===== src/sv/icp_pkg.sv =====
// shared types and constants for the ipv4 config text parser
// key table, character codes and the beat structs; no dependencies
package icp_pkg;

  localparam int unsigned NumKeys = 4;

  typedef logic [7:0] char_t;

  localparam char_t CharNul  = 8'h00;
  localparam char_t CharLf   = 8'h0a;
  localparam char_t CharCr   = 8'h0d;
  localparam char_t CharHash = 8'h23;
  localparam char_t CharDot  = 8'h2e;
  localparam char_t CharZero = 8'h30;
  localparam char_t CharNine = 8'h39;
  localparam char_t CharEq   = 8'h3d;

  localparam logic [3:0] AllKeys   = 4'hf;
  localparam logic [3:0] KeyPosSat = 4'd8;
  localparam logic [7:0] OctetMax  = 8'd255;

  typedef enum logic [1:0] {
    KeyAddress,
    KeyNetmask,
    KeyGateway,
    KeyDns
  } key_e;

  typedef struct packed {
    char_t text_byte;
    logic  is_last;
  } in_item_t;

  typedef struct packed {
    logic        status;
    logic [31:0] host_address;
    logic [31:0] subnet_mask;
    logic [31:0] gateway_address;
    logic [31:0] dns_server;
  } out_item_t;

  // result of matching one key character against all keys
  typedef struct packed {
    logic [3:0] cand;
    logic       hit;
    key_e       hit_key;
  } key_match_t;

  function automatic logic [3:0] key_len(key_e k);
    logic [3:0] len;
    unique case (k)
      KeyDns:  len = 4'd3;
      default: len = 4'd7;
    endcase
    return len;
  endfunction

  function automatic char_t key_text(key_e k, logic [2:0] pos);
    logic [63:0] s;
    unique case (k)
      KeyAddress: s = {"address", 8'h00};
      KeyNetmask: s = {"netmask", 8'h00};
      KeyGateway: s = {"gateway", 8'h00};
      default:    s = {"dns", 40'h0};
    endcase
    return s[8 * (3'd7 - pos) +: 8];
  endfunction

endpackage


===== src/sv/ipv4_config_text_parser.sv =====
// ipv4 boot configuration text parser, top level
// uses icp_pkg and icp_key_match
//
// Takes one text byte per clock and, after the byte flagged is_last, delivers
// one verdict beat with status and the four parsed addresses (all zero when
// the status is invalid). A byte is registered at the input, then the line
// parser state and the result register are updated as the byte leaves the input
// register, so a verdict passes both registers before it reaches the output. The
// sustained rate is one byte per cycle; in_ready_o drops only while a last byte
// sits in the input register and the previous verdict has not yet been taken.
module ipv4_config_text_parser import icp_pkg::*; (
  input  logic      clk_i,
  input  logic      rst_ni,
  input  logic      in_valid_i,
  output logic      in_ready_o,
  input  in_item_t  in_data_i,
  output logic      out_valid_o,
  input  logic      out_ready_i,
  output out_item_t out_data_o
);

  typedef enum logic [1:0] {
    PhStart,
    PhComment,
    PhKey,
    PhValue
  } line_phase_e;

  // input stage
  logic      s1_valid_q;
  in_item_t  s1_item_q;
  logic      in_fire, s1_fire;

  // output stage
  logic      out_valid_q, out_valid_d;
  out_item_t out_item_q;

  // parser state
  line_phase_e phase_q, phase_d;
  logic [3:0]  cand_q, cand_d;
  logic [3:0]  key_pos_q, key_pos_d;
  key_e        cur_key_q, cur_key_d;
  logic [3:0]  seen_q, seen_d;
  logic [1:0]  oct_idx_q, oct_idx_d;
  logic [7:0]  oct_val_q, oct_val_d;
  logic [1:0]  dig_cnt_q, dig_cnt_d;
  logic [31:0] addr_q [NumKeys];
  logic [31:0] addr_d [NumKeys];
  logic        pend_q, pend_d;
  logic        failed_q, failed_d;
  logic        ended_q, ended_d;

  char_t       c;
  logic [7:0]  digit;
  logic [11:0] acc;
  logic        active, close_req, shift_en, ok;
  logic [7:0]  shift_byte;
  key_e        shift_key;
  key_match_t  km;
  out_item_t   verdict;

  function automatic logic mask_ok(logic [31:0] m);
    logic [31:0] inv;
    inv = ~m;
    return (m != '0) && (m != '1) && ((inv & (inv + 32'd1)) == '0);
  endfunction

  assign in_ready_o = !(s1_valid_q && s1_item_q.is_last && out_valid_q);
  assign in_fire    = in_valid_i && in_ready_o;
  assign s1_fire    = s1_valid_q && (!s1_item_q.is_last || !out_valid_q || out_ready_i);

  assign out_valid_o = out_valid_q;
  assign out_data_o  = out_item_q;

  icp_key_match u_key_match (
    .char_i    (c),
    .key_pos_i (key_pos_q),
    .cand_i    (cand_q),
    .match_o   (km)
  );

  always_comb begin
    c     = s1_item_q.text_byte;
    digit = c - CharZero;
    acc   = {4'b0, oct_val_q} * 12'd10 + {4'b0, digit};

    phase_d   = phase_q;
    cand_d    = cand_q;
    key_pos_d = key_pos_q;
    cur_key_d = cur_key_q;
    seen_d    = seen_q;
    oct_idx_d = oct_idx_q;
    oct_val_d = oct_val_q;
    dig_cnt_d = dig_cnt_q;
    addr_d    = addr_q;
    pend_d    = pend_q;
    failed_d  = failed_q;
    ended_d   = ended_q;

    shift_en   = 1'b0;
    shift_byte = oct_val_q;
    shift_key  = cur_key_q;
    close_req  = 1'b0;
    ok         = 1'b0;
    verdict    = '0;
    active     = !failed_q && !ended_q;

    if (s1_fire) begin
      if (active) begin
        if (c == CharNul || c == CharLf) begin
          close_req = 1'b1;
          if (c == CharNul) ended_d = 1'b1;
        end else if (phase_q == PhComment) begin
          // comment text is skipped
        end else if (pend_q) begin
          failed_d = 1'b1;
        end else if (c == CharCr) begin
          if (phase_q == PhKey) failed_d = 1'b1;
          else                  pend_d   = 1'b1;
        end else if (phase_q == PhStart && c == CharHash) begin
          phase_d = PhComment;
        end else if (phase_q == PhStart || phase_q == PhKey) begin
          phase_d = PhKey;
          if (c == CharEq) begin
            if (!km.hit || seen_q[km.hit_key]) begin
              failed_d = 1'b1;
            end else begin
              cur_key_d = km.hit_key;
              phase_d   = PhValue;
              oct_idx_d = '0;
              oct_val_d = '0;
              dig_cnt_d = '0;
            end
          end else begin
            cand_d = km.cand;
            if (key_pos_q < KeyPosSat) key_pos_d = key_pos_q + 4'd1;
            if (km.cand == '0) failed_d = 1'b1;
          end
        end else begin
          if (c >= CharZero && c <= CharNine) begin
            if (dig_cnt_q == 2'd3 || acc > {4'b0, OctetMax}) begin
              failed_d = 1'b1;
            end else begin
              oct_val_d = acc[7:0];
              dig_cnt_d = dig_cnt_q + 2'd1;
            end
          end else if (c == CharDot) begin
            if (dig_cnt_q == '0 || oct_idx_q == 2'd3) begin
              failed_d = 1'b1;
            end else begin
              shift_en   = 1'b1;
              shift_byte = oct_val_q;
              shift_key  = cur_key_q;
              oct_idx_d  = oct_idx_q + 2'd1;
              oct_val_d  = '0;
              dig_cnt_d  = '0;
            end
          end else begin
            failed_d = 1'b1;
          end
        end
      end

      // the last byte closes the open line unless the text already ended or failed
      if (s1_item_q.is_last && !failed_d && !ended_d) close_req = 1'b1;

      if (close_req) begin
        if (phase_d == PhKey) begin
          failed_d = 1'b1;
        end else if (phase_d == PhValue) begin
          if (oct_idx_d == 2'd3 && dig_cnt_d != '0) begin
            shift_en   = 1'b1;
            shift_byte = oct_val_d;
            shift_key  = cur_key_d;
            seen_d[cur_key_d] = 1'b1;
          end else begin
            failed_d = 1'b1;
          end
        end
        phase_d   = PhStart;
        cand_d    = AllKeys;
        key_pos_d = '0;
        cur_key_d = KeyAddress;
        oct_idx_d = '0;
        oct_val_d = '0;
        dig_cnt_d = '0;
        pend_d    = 1'b0;
      end

      for (int j = 0; j < NumKeys; j++) begin
        if (shift_en && shift_key == key_e'(2'(j))) begin
          addr_d[j] = {addr_q[j][23:0], shift_byte};
        end
      end

      if (s1_item_q.is_last) begin
        ok = !failed_d && seen_d == AllKeys && mask_ok(addr_d[KeyNetmask]) &&
             addr_d[KeyAddress] != '0;
        verdict.status = !ok;
        if (ok) begin
          verdict.host_address    = addr_d[KeyAddress];
          verdict.subnet_mask     = addr_d[KeyNetmask];
          verdict.gateway_address = addr_d[KeyGateway];
          verdict.dns_server      = addr_d[KeyDns];
        end
        // start over for the next text
        phase_d   = PhStart;
        cand_d    = AllKeys;
        key_pos_d = '0;
        cur_key_d = KeyAddress;
        seen_d    = '0;
        oct_idx_d = '0;
        oct_val_d = '0;
        dig_cnt_d = '0;
        pend_d    = 1'b0;
        failed_d  = 1'b0;
        ended_d   = 1'b0;
        for (int j = 0; j < NumKeys; j++) addr_d[j] = '0;
      end
    end

    if (s1_fire && s1_item_q.is_last) out_valid_d = 1'b1;
    else if (out_ready_i)             out_valid_d = 1'b0;
    else                              out_valid_d = out_valid_q;
  end

  always_ff @(posedge clk_i or negedge rst_ni) begin
    if (!rst_ni) begin
      s1_valid_q  <= 1'b0;
      out_valid_q <= 1'b0;
      phase_q     <= PhStart;
      cand_q      <= AllKeys;
      key_pos_q   <= '0;
      cur_key_q   <= KeyAddress;
      seen_q      <= '0;
      oct_idx_q   <= '0;
      oct_val_q   <= '0;
      dig_cnt_q   <= '0;
      pend_q      <= 1'b0;
      failed_q    <= 1'b0;
      ended_q     <= 1'b0;
      for (int j = 0; j < NumKeys; j++) addr_q[j] <= '0;
    end else begin
      if (in_fire)      s1_valid_q <= 1'b1;
      else if (s1_fire) s1_valid_q <= 1'b0;
      out_valid_q <= out_valid_d;
      phase_q     <= phase_d;
      cand_q      <= cand_d;
      key_pos_q   <= key_pos_d;
      cur_key_q   <= cur_key_d;
      seen_q      <= seen_d;
      oct_idx_q   <= oct_idx_d;
      oct_val_q   <= oct_val_d;
      dig_cnt_q   <= dig_cnt_d;
      pend_q      <= pend_d;
      failed_q    <= failed_d;
      ended_q     <= ended_d;
      addr_q      <= addr_d;
    end
  end

  // beat payload registers
  always_ff @(posedge clk_i) begin
    if (in_fire) s1_item_q <= in_data_i;
    if (s1_fire && s1_item_q.is_last) out_item_q <= verdict;
  end

  // an accepted verdict always carries a nonzero address
  a_ok_has_addr: assert property (@(posedge clk_i) disable iff (!rst_ni)
    out_valid_q && !out_item_q.status |-> out_item_q.host_address != '0)
    else $error("accepted verdict with zero address");

  // an invalid verdict carries no addresses
  a_bad_is_zero: assert property (@(posedge clk_i) disable iff (!rst_ni)
    out_valid_q && out_item_q.status |->
      out_item_q.host_address == '0 && out_item_q.subnet_mask == '0 &&
      out_item_q.gateway_address == '0 && out_item_q.dns_server == '0)
    else $error("invalid verdict with nonzero address");

  // input stalls only behind a waiting last byte
  a_stall_cause: assert property (@(posedge clk_i) disable iff (!rst_ni)
    !in_ready_o |-> s1_valid_q && s1_item_q.is_last && out_valid_q)
    else $error("input stalled without cause");

  // after a verdict the parser starts clean
  a_clean_after_verdict: assert property (@(posedge clk_i) disable iff (!rst_ni)
    s1_fire && s1_item_q.is_last |=>
      seen_q == '0 && !failed_q && !ended_q && phase_q == PhStart)
    else $error("state not cleared after verdict");

  // failure is sticky until the last byte
  a_fail_sticky: assert property (@(posedge clk_i) disable iff (!rst_ni)
    failed_q && !(s1_fire && s1_item_q.is_last) |=> failed_q)
    else $error("failure flag dropped early");

endmodule


===== src/sv/icp_key_match.sv =====
// key name matcher: narrows the candidate set on each key character
// and resolves the key when '=' arrives; uses icp_pkg
module icp_key_match import icp_pkg::*; (
  input  char_t      char_i,
  input  logic [3:0] key_pos_i,
  input  logic [3:0] cand_i,
  output key_match_t match_o
);

  always_comb begin
    match_o.cand    = cand_i;
    match_o.hit     = 1'b0;
    match_o.hit_key = KeyAddress;
    for (int k = 0; k < NumKeys; k++) begin
      // on '=' the highest still-possible key of exactly this length wins
      if (cand_i[k] && key_len(key_e'(2'(k))) == key_pos_i) begin
        match_o.hit     = 1'b1;
        match_o.hit_key = key_e'(2'(k));
      end
      if (key_pos_i >= key_len(key_e'(2'(k))) ||
          key_text(key_e'(2'(k)), key_pos_i[2:0]) != char_i) begin
        match_o.cand[k] = 1'b0;
      end
    end
  end

endmodule


===== config.mk =====
export PLATFORM = sky130hd
export DESIGN_NAME = ipv4_config_text_parser
export DESIGN_NICKNAME = d
export VERILOG_FILES = /design/src/sv/icp_pkg.sv /design/src/sv/ipv4_config_text_parser.sv /design/src/sv/icp_key_match.sv
export SDC_FILE = /design/constraint.sdc
export NUM_CORES = 1
export LEC_CHECK = 0
export BUFFER_PORTS_ARGS = -buffer_cell sky130_fd_sc_hd__buf_2
export CAP_MARGIN = 20
export CORE_MARGIN = 10
export CORE_UTILIZATION = 55
export CTS_CLUSTER_SIZE = 24
export DETAILED_ROUTE_END_ITERATION = 8
export PLACE_DENSITY_LB_ADDON = 0.25
export SYNTH_ARGS = -nofsm -noshare
export SYNTH_HDL_FRONTEND = slang
export SYNTH_SLANG_ARGS = --single-unit
export TNS_END_PERCENT = 30

===== constraint.sdc =====
create_clock -name clk_i -period 5.5 [get_ports clk_i]
set_input_delay 0 -clock clk_i [delete_from_list [all_inputs] [get_ports clk_i]]
set_output_delay 0 -clock clk_i [all_outputs]
set_load 0.005 [all_outputs]

Yosys cells after proc, flatten, opt, wreduce, memory -nomap -nowiden
Index checks and enable logic that the tools add are counted.

word-level totals
  register bits after elaboration = 299
  latch bits = 0
  RAM bits = 0
  memory bits (read-only) = 0
  output and inout bits = 131
  logic and storage cells = 325
  memories kept = 0

operators by class
  add/sub/neg operators = 7
  multiply operators = 1
  div/mod/pow operators = 0
  order comparisons = 9
  equal/unequal tests = 29
  shifts and indexed selects = 4
  muxes and demuxes = 183
  bitwise gates (word level) = 3
  reductions and logical operators = 65

operators by type and width
  kind                        number
  $shiftx A64 B33 Y8 const A  4
  $mux W32                    6
  $mux W8                     19
  $mux W128                   1
  $mux W2                     58
  $mux W4                     27
  $mux W1                     66
  $reduce_bool A32 Y1         2
  $add A32 B1 Y32 const B     1
  $and A32 B32 Y32            1
  $logic_not A32 Y1           1
  $ne A32 B32 Y1 const B      1
  $ne A8 B8 Y1                4
  $not A32 Y32                1
  $logic_and A1 B1 Y1         25
  $eq A8 B6 Y1 const B        3
  $ne A3 B2 Y1 const B        6
  $eq A2 B2 Y1 const B        8
  $eq A8 B4 Y1 const B        2
  $add A12 B8 Y12             1
  $gt A12 B8 Y1 const B       1
  $mux W3                     4
  $logic_or A1 B1 Y1          11
  $mul A8 B3 Y11 const B      1
  29 further kinds            47

Depth between registers and ports, before layout
Gate-level depths: netlist of run 1.

  depth after elaboration = 38
  depth in mapped cells = 24

Modules after synthesis
From an unflattened synthesis of run 1, not the netlist that was laid out.

second synthesis, totals
  cell total of the unflattened synthesis = 1792
  area total of the unflattened synthesis = 17311.6 sq um

by module, submodules not included
  module                   times used  cells an instance  area an instance (sq um)
  ipv4_config_text_parser  1           1705               16679.7
  icp_key_match            1           87                 631.9

Worst setup path before layout of run 1
Ideal clock, no wire load.

  kind = register to register
  from = register oct_val_q[2]
  to = register out_item_q (netlist bit out_data_o[102]), data pin
  library setup time = 0.152 ns
  arrival time = 5.487 ns
  required time = 5.348 ns
  slack = -0.139 ns
  stages on the path, launching flop included = 23
  path buffers = 2
  clock period less this slack = 5.639 ns
  path through = dfrtp_1 > ha_1 > ha_1 > a21o_1 > a21oi_1 > xnor2_1 > ha_1 > or4_1 > nor4b_2 > o311a_1 > nand2_1 > mux2_2 > o221a_4 > a211oi_1 > mux2_2 > a211oi_4 > a221oi_1 > nor3_1 > o21ai_1 > or4_4 > buf_6 > buf_6 > nor3_2

on the way
  longest elaborated chain between the ends = 33

ends and longest elaborated chain
  item                                       RTL line                        source
  start: declaration                         ipv4_config_text_parser.sv:45   logic [7:0] oct_val_q, oct_val_d;
  start signal: assignment                   ipv4_config_text_parser.sv:253  oct_val_q <= oct_val_d;
  $mul A8 B3 Y11                             ipv4_config_text_parser.sv:85   acc = {4'b0, oct_val_q} * 12'd10 + {4'b0, digit};
  $add A12 B8 Y12                            ipv4_config_text_parser.sv:85
  $gt A12 B8 Y1                              ipv4_config_text_parser.sv:141  if (dig_cnt_q == 2'd3 || acc > {4'b0, OctetMax}) begin
  $logic_or A1 B1 Y1                         ipv4_config_text_parser.sv:141
  $mux W2 / $mux W1 (equally long branches)  ipv4_config_text_parser.sv:141
  $mux W2 / $mux W1 (equally long branches)  ipv4_config_text_parser.sv:140  if (c >= CharZero && c <= CharNine) begin
  $mux W2 / $mux W1 (equally long branches)  ipv4_config_text_parser.sv:122  end else if (phase_q == PhStart || phase_q == PhKey) begin
  $mux W2 / $mux W1 (equally long branches)  ipv4_config_text_parser.sv:120  end else if (phase_q == PhStart && c == CharHash) begin
  [16 not listed]                            --
  $mux W32                                   ipv4_config_text_parser.sv:108  if (s1_fire) begin
  $not A32 Y32                               ipv4_config_text_parser.sv:64   inv = ~m;
  $add A32 B1 Y32                            ipv4_config_text_parser.sv:65   return (m != '0) && (m != '1) && ((inv & (inv + 32'd1)) == '0);
  $and A32 B32 Y32                           ipv4_config_text_parser.sv:65
  $logic_not A32 Y1                          ipv4_config_text_parser.sv:65
  $logic_and A1 B1 Y1                        ipv4_config_text_parser.sv:65
  $logic_and A1 B1 Y1 (2 in series)          ipv4_config_text_parser.sv:197  ok = !failed_d && seen_d == AllKeys && mask_ok(addr_d[KeyNetmask]) &&
  $reduce_and A3 Y1 (no source line)         --
  end signal: assignment                     ipv4_config_text_parser.sv:265  if (s1_fire && s1_item_q.is_last) out_item_q <= verdict;
  end: declaration                           ipv4_config_text_parser.sv:36   out_item_t out_item_q;

Parallel ways exist; a longest one is shown, timed or not. The select of a mux whose other input is x is not followed.
A chain may end at the register's enable or synchronous reset.

Worst setup path after layout of run 1
  from = register oct_val_q[4]
  to = register out_item_q (netlist bit out_data_o[57]), data pin

The elaborated chain is that of the path after synthesis.

==> results.cfg, run 1 <==
[timing]
worst_pin_slew_ps = 1050
fmax_ghz = 0.170
finClkSkew_ps = 34.7
setup_tns_ps = -44040
min_period_ps = 5900
finalHoldViolCount = 0
drv_slew = 0
fin_ws_ps = -398
finalCritPeriodShare = 1.07
hold_slack_ps = 6.88
rsz0062_at_grt = yes
relSlewSlack = 0.297
setup_viol = 128

[yosys]
syn_inst = 1650
yosysTopAreaCellShare = 0.244
synth-main-ff-cell = dfrtp_1
synthArstFlopShare = 0.538
synth_commonest_cells = dfrtp_1 (157), a21oi_1 (140), edfxtp_1 (138)
syn_area_per_cell_sq_um = 10.3
ys_ff_latch = 299
syn-num-nets = 1697
netlist_area_sq_um = 17000
ys_top_cells_by_area = edfxtp_1 (24%), dfrtp_1 (23%), nor3_2 (7.0%)
yosys.area.top_type = edfxtp_1
synth_edf_count = 138
ys_warn_count = 0
yosysSeqAreaShare = 0.482
yosysMostFrequentCell = dfrtp_1
synth.distinct_cells = 94

[floorplanning]
rows = 64
start_util = 0.556
fp.coreArea_sq_um = 30500
die-area_sq_um = 38300
die-height_um = 196
io_pins = 144
die_w_um = 196

[status]
status = finished with violations
failed_checks = setup timing

[critical_path]
critical_path.max_fanout = 8
required_ps = 5890
end_kind = flop
crit_type = reg -> reg
start_kind = flop
worstPathArrival_ps = 6290

[detailed_routing]
drc_errors = 0
drtIter0Drc = 1473
first_pass_iters = 6
ant_nets = 0
wl_per_cell_um = 21.8
finalWirelength_mm = 50.2
routed_via_density = 6.25
vias = 14400

[cells_and_area]
fin_nets = 1929
nFillCells = 2290
layout-drive-gt1-share = 0.293
finalInstanceArea_sq_um = 20900
diodes = 0
area_growth_pct = 23.0

[clock_network]
clock_path_buffers = 3
clkSinkCount = 299
clock_latency_ps = 590
cts_max_level = 1
cts_tree = yes
clkTransAtPathRegs_ps = 70
cts_root_buffer = clkbuf_16
numCtsBuffers = 31

[min_path]
hp-class = in -> reg

[placed_design]
place_hpwl_mm = 33.6
place_area_sq_um = 18800
pre_cts_ws_ps = -505
place.port_buffers = 143
place_congestion = 1.01

[power_and_ir_drop]
combPwrFrac = 0.135
share_seq_of_total_power = 0.475
cellLeakagePower_uw = 0.00865
power_uw = 5210
switching_share = 0.263
p_switching_uw = 1370
peakVddDrop_v = 0.000256
pwr-share-clk = 0.390
power.internal_uw = 3840
powerDensity_nw_per_um2 = 249

[grt]
grt_pass1_wl_mm = 80.5
grt-ovfl-total = 0
antenna_found_initial = 0
grt_usage = 0.254
grt_pass1_vias = 14200
grt_max_degree = 103

[run]
drv_cap = 0
[sequential cells by signal, indices dropped and copies added (netlist names)]
signal       flops
c                8
phase_q          2
s1_valid_q       1
ended_q          1
addr_q         128
oct_val_q        8
seen_q           4
out_valid_o      1
out_data_o     129
key_pos_q        4
dig_cnt_q        2
failed_q         1
oct_idx_q        2
cur_key_q        2
pend_q           1
cand_q           4
s1_item_q        1
[final cells by class]
type / instances / area (sq um) / area share
inverters: 23 / 91.3 / 0.00437
multi-input cells: 1204 / 8630 / 0.413
well taps: 396 / 495 / 0.0237
flip-flops and latches: 299 / 8180 / 0.392
repair buffers: 323 / 2520 / 0.121
clock inverters: 14 / 136 / 0.00653
clock buffers: 44 / 835 / 0.0400
[kinds of logic after synthesis]
group,count (synthesis),share of synthesized area
flip-flops,299,0.482
AO/OA/AOI/OAI,441,0.168
multiplexers,88,0.0525
other,1,0.000221
AND/OR/NAND/NOR,617,0.220
adder cells (fa/ha/maj),34,0.0259
buffers and inverters,149,0.0412
XOR/XNOR,21,0.0108
[path summary, 6_finish.rpt]
check                      cells past startpoint        endpoint  slack, ps    startpoint
setup / recovery                              22  out_data_o[57]       -400  oct_val_q[4]
hold / removal                                 2            c[3]          7    in_valid_i
setup reg to reg                              22  out_data_o[57]       -400  oct_val_q[4]
hold reg to reg                                1      addr_q[59]        500    addr_q[59]
max in group asynchronous                      3    oct_val_q[2]       4020        rst_ni
min in group asynchronous                      2    key_pos_q[0]         80        rst_ni
[power groups by stage]
stage / combinational (uW) / sequential (uW) / clock, uW
global placement: 597 / 2510 / 0
finish: 703 / 2470 / 2030
CTS: 670 / 2470 / 2050
floorplan: 395 / 2500 / 0
detailed placement: 605 / 2510 / 0
global route: 764 / 2480 / 2150
[timing repair]
item,in CTS,in global routing
hold buffers,11,0
gates resized for setup,54,48
cloned,9,2
endpoints found under the hold margin,115,0
setup endpoints to repair,128,153
buffers inserted,19,4
pin swaps,62,54
[placed cells by master, fill, tap and decap left out, types with 37 or more instances in the layout]
cell type    n
buf_2      142
edfxtp_1   138
mux2i_1     79
a21oi_1    136
nor2b_1     37
nor2_1     113
buf_4      135
a22o_1      71
nor3_4      38
nor3_2      93
o21ai_0    107
nand2_1    131
nand3_1     38
nor3_1      37
dfrtp_1    156
[layer usage]
layer / global-route usage / wire (um) / share of wire
met4: 0.0693 / 1220 / 0.024
met3: 0.0329 / 3700 / 0.074
met2: 0.420 / 24500 / 0.49
met5: 0 / 0 / 0
met1: 0.344 / 20700 / 0.41
[critical path, cell delays in order, from the launching register on]
cell      delay [ps]
dfrtp_1          420
buf_4            150
ha_1             280
ha_1             330
xnor2_1          140
ha_2             170
or4_4            440
nor4b_4          290
o311a_1          230
nand2_1           70
mux2_4           270
o221a_4          300
a211o_4          380
mux2_4           320
a21oi_4          180
buf_12           140
o211ai_1          80
a22oi_1          210
nand4_1          180
or4_4            660
buf_6            170
buf_12           150
nor3_4           130
[metrics by stage]
stage           util  std cells
6_report       0.685       2303
5_1_grt        0.685       2303
4_1_cts        0.673       2296
3_5_place_dp   0.617       2200
3_3_place_gp   0.617       2200
2_1_floorplan      -       1650
Note: power is estimated with default switching activity, not from simulation.
==> run 2: changes to the inputs <==
--- a/config.mk
+++ b/config.mk
@@ -8,7 +8,7 @@
 export BUFFER_PORTS_ARGS = -buffer_cell sky130_fd_sc_hd__buf_2
 export CAP_MARGIN = 20
 export CORE_MARGIN = 10
-export CORE_UTILIZATION = 55
+export CORE_UTILIZATION = 60
 export CTS_CLUSTER_SIZE = 24
 export DETAILED_ROUTE_END_ITERATION = 8
 export PLACE_DENSITY_LB_ADDON = 0.25
==> constraint.sdc (replaced) <==
create_clock -name clk_i -period 5.7 [get_ports clk_i]
set_input_delay 0 -clock clk_i [delete_from_list [all_inputs] [get_ports clk_i]]
set_output_delay 0 -clock clk_i [all_outputs]
set_load 0.005 [all_outputs]
==> run 2 against run 1 <==
- clock skew shrank 11 ps
- flip-flop and latch count did not move
- combinational power is 9.8% lower
- critical endpoint is now out_data_o[128]
- setup slack better by 240 ps
- count of clock-buffer cells in the layout decreased by 1
- hold slack gained 23 ps
- the run still ends with setup timing left
- critical path type unchanged
- maximum frequency grew 0.61%
- utilization rose by 5.3 points
- highest routed layer unchanged
==> results.cfg, run 2 (synthesis results as in run 1) <==
[critical_path]
max_stage_delay_ps = 600
end_kind = flop
critical_path.max_fanout = 6
regToRegSetupSlack_ps = -160
worstPathArrival_ps = 6190
r2r_cells = 22
crit_type = reg -> reg
rr_startpoint = oct_val_q[2]
start_kind = flop
rr_endpoint = out_data_o[128]
crit_slowest_cell = or4_4
crit_chain = ha_4 -> ha_4 -> a21o_1 -> a21oi_2 -> xnor2_1 -> ha_2 -> or4_4 -> nor4b_4 -> o311a_1 -> nand2_1 -> mux2_4 -> o221a_4 -> a211o_4 -> mux2_4 -> a21oi_4 -> nand2_4 -> o31ai_2 -> nand3b_1 -> or4_4 -> buf_12 -> buf_12 -> and2_4
required_ps = 6020

[clock_network]
clkTransAtPathRegs_ps = 70
numCtsBuffers = 30
clkSinkCount = 299
cts_max_level = 1
cts_tree = yes
clock_path_buffers = 3
clock_latency_ps = 570
cts_root_buffer = clkbuf_16

[detailed_routing]
finalWirelength_mm = 49.2
vias = 14300
routed_via_density = 6.36
first_pass_iters = 5
drtIter0Drc = 1502
drc_errors = 0
ant_nets = 0
wl_per_cell_um = 21.9

[status]
status = finished with violations
failed_checks = setup timing

[run]
drv_cap = 0

[floorplanning]
fp.coreArea_sq_um = 27900
die-area_sq_um = 35400
die-height_um = 188
start_util = 0.609
io_pins = 144
die_w_um = 188
rows = 61

[timing]
setup_tns_ps = -10440
finClkSkew_ps = 24.2
drv_slew = 0
finalHoldViolCount = 0
setup_viol = 128
relSlewSlack = 0.334
worst_pin_slew_ps = 999
finalCritPeriodShare = 1.03
min_period_ps = 5860
fmax_ghz = 0.171
fin_ws_ps = -162
rsz0062_at_grt = yes

[placed_design]
place_congestion = 0.972
place.port_buffers = 143
pre_cts_ws_ps = -371
place_hpwl_mm = 32.9

[power_and_ir_drop]
peakVddDrop_v = 0.000222
cellLeakagePower_uw = 0.00833
powerDensity_nw_per_um2 = 241

[min_path]
hp-start = in_valid_i
holdPathStages = 2
hp-class = in -> reg
hold_end = c[0]

[cells_and_area]
layout-drive-gt1-share = 0.283
fin_nets = 1890
largest_reg_flops = 129
area_growth_pct = 21.0
layout_common_cells = dfrtp_1 (157), buf_2 (142), edfxtp_1 (138)
diodes = 0
layout_commonest_cell = dfrtp_1

[grt]
grt_usage = 0.268
grt_pass1_vias = 13900
grt_pass1_wl_mm = 77.7
grt-ovfl-total = 0
antenna_found_initial = 0
grt_max_degree = 128
run 2: area by class of cell:
class	count	area, sq um
fillers	1988	7320
well taps	378	473
inverters	23	88.8
flip-flops and latches	299	8180
clock buffers	43	861
repair buffers	287	2210
clock inverters	13	91.3
multi-input cells	1202	8630
run 2: where the power goes:
part	total (uW)	leakage [uW]	switching [uW]	internal, uW
Combinational	634	0.00424	398	236
Sequential	2390	0.00362	61.3	2330
Clock	1920	0.000467	862	1060
Total	4940	0.00833	1320	3620
run 2: layer usage:
| layer | part of all wire | global-route usage | up-vias |
|---|---|---|---|
| li1 | - | - | 6541 |
| met1 | 0.41 | 0.351 | 6997 |
| met2 | 0.48 | 0.437 | 617 |
| met3 | 0.077 | 0.0463 | 121 |
| met4 | 0.036 | 0.101 | 0 |
| met5 | 0 | 0 | - |
run 2: metrics by stage:
stage	power [uW]	hold slack (ps)	utilization	cell area [sq um]	std cells
after floorplan	2790	-296	-	17000	1650
after global placement	2990	93.8	0.668	18600	2161
after detailed placement	3000	104	0.668	18600	2161
after CTS	4910	29.9	0.724	20200	2239
after global routing	5090	75.3	0.737	20500	2245
final	4940	29.6	0.737	20500	2245
run 2: worst max path at each step:
stage                      start         endpoint  slack [ps]  cells past startpoint
CTS                 oct_val_q[2]  out_data_o[128]        -190                     23
detailed placement  oct_val_q[2]    out_data_o[1]        -370                     21
global placement    oct_val_q[2]    out_data_o[3]        -230                     21
finish              oct_val_q[2]  out_data_o[128]        -160                     22
floorplan           oct_val_q[2]  out_data_o[102]          60                     22
global route        oct_val_q[2]   out_data_o[96]        -300                     21
run 2: timing repair:
action                                 4_1_cts  5_1_grt
endpoints found under the hold margin       94        0
gates resized for setup                     59       43
setup endpoints to repair                  128      128
gates cloned                                 5        2
pin swaps                                   79       40
setup buffers                                6        1
hold buffers                                11        0
run 2: worst max-delay path: cells and delay by family, from the launching register on:
kind	cells	cell delay (ps)
buffers and inverters	2	330
AND/OR/NAND/NOR	7	1760
XOR/XNOR	1	80
multiplexers	2	580
adder cells (fa/ha/maj)	3	670
flip-flops	1	440
AO/OA/AOI/OAI	7	1760
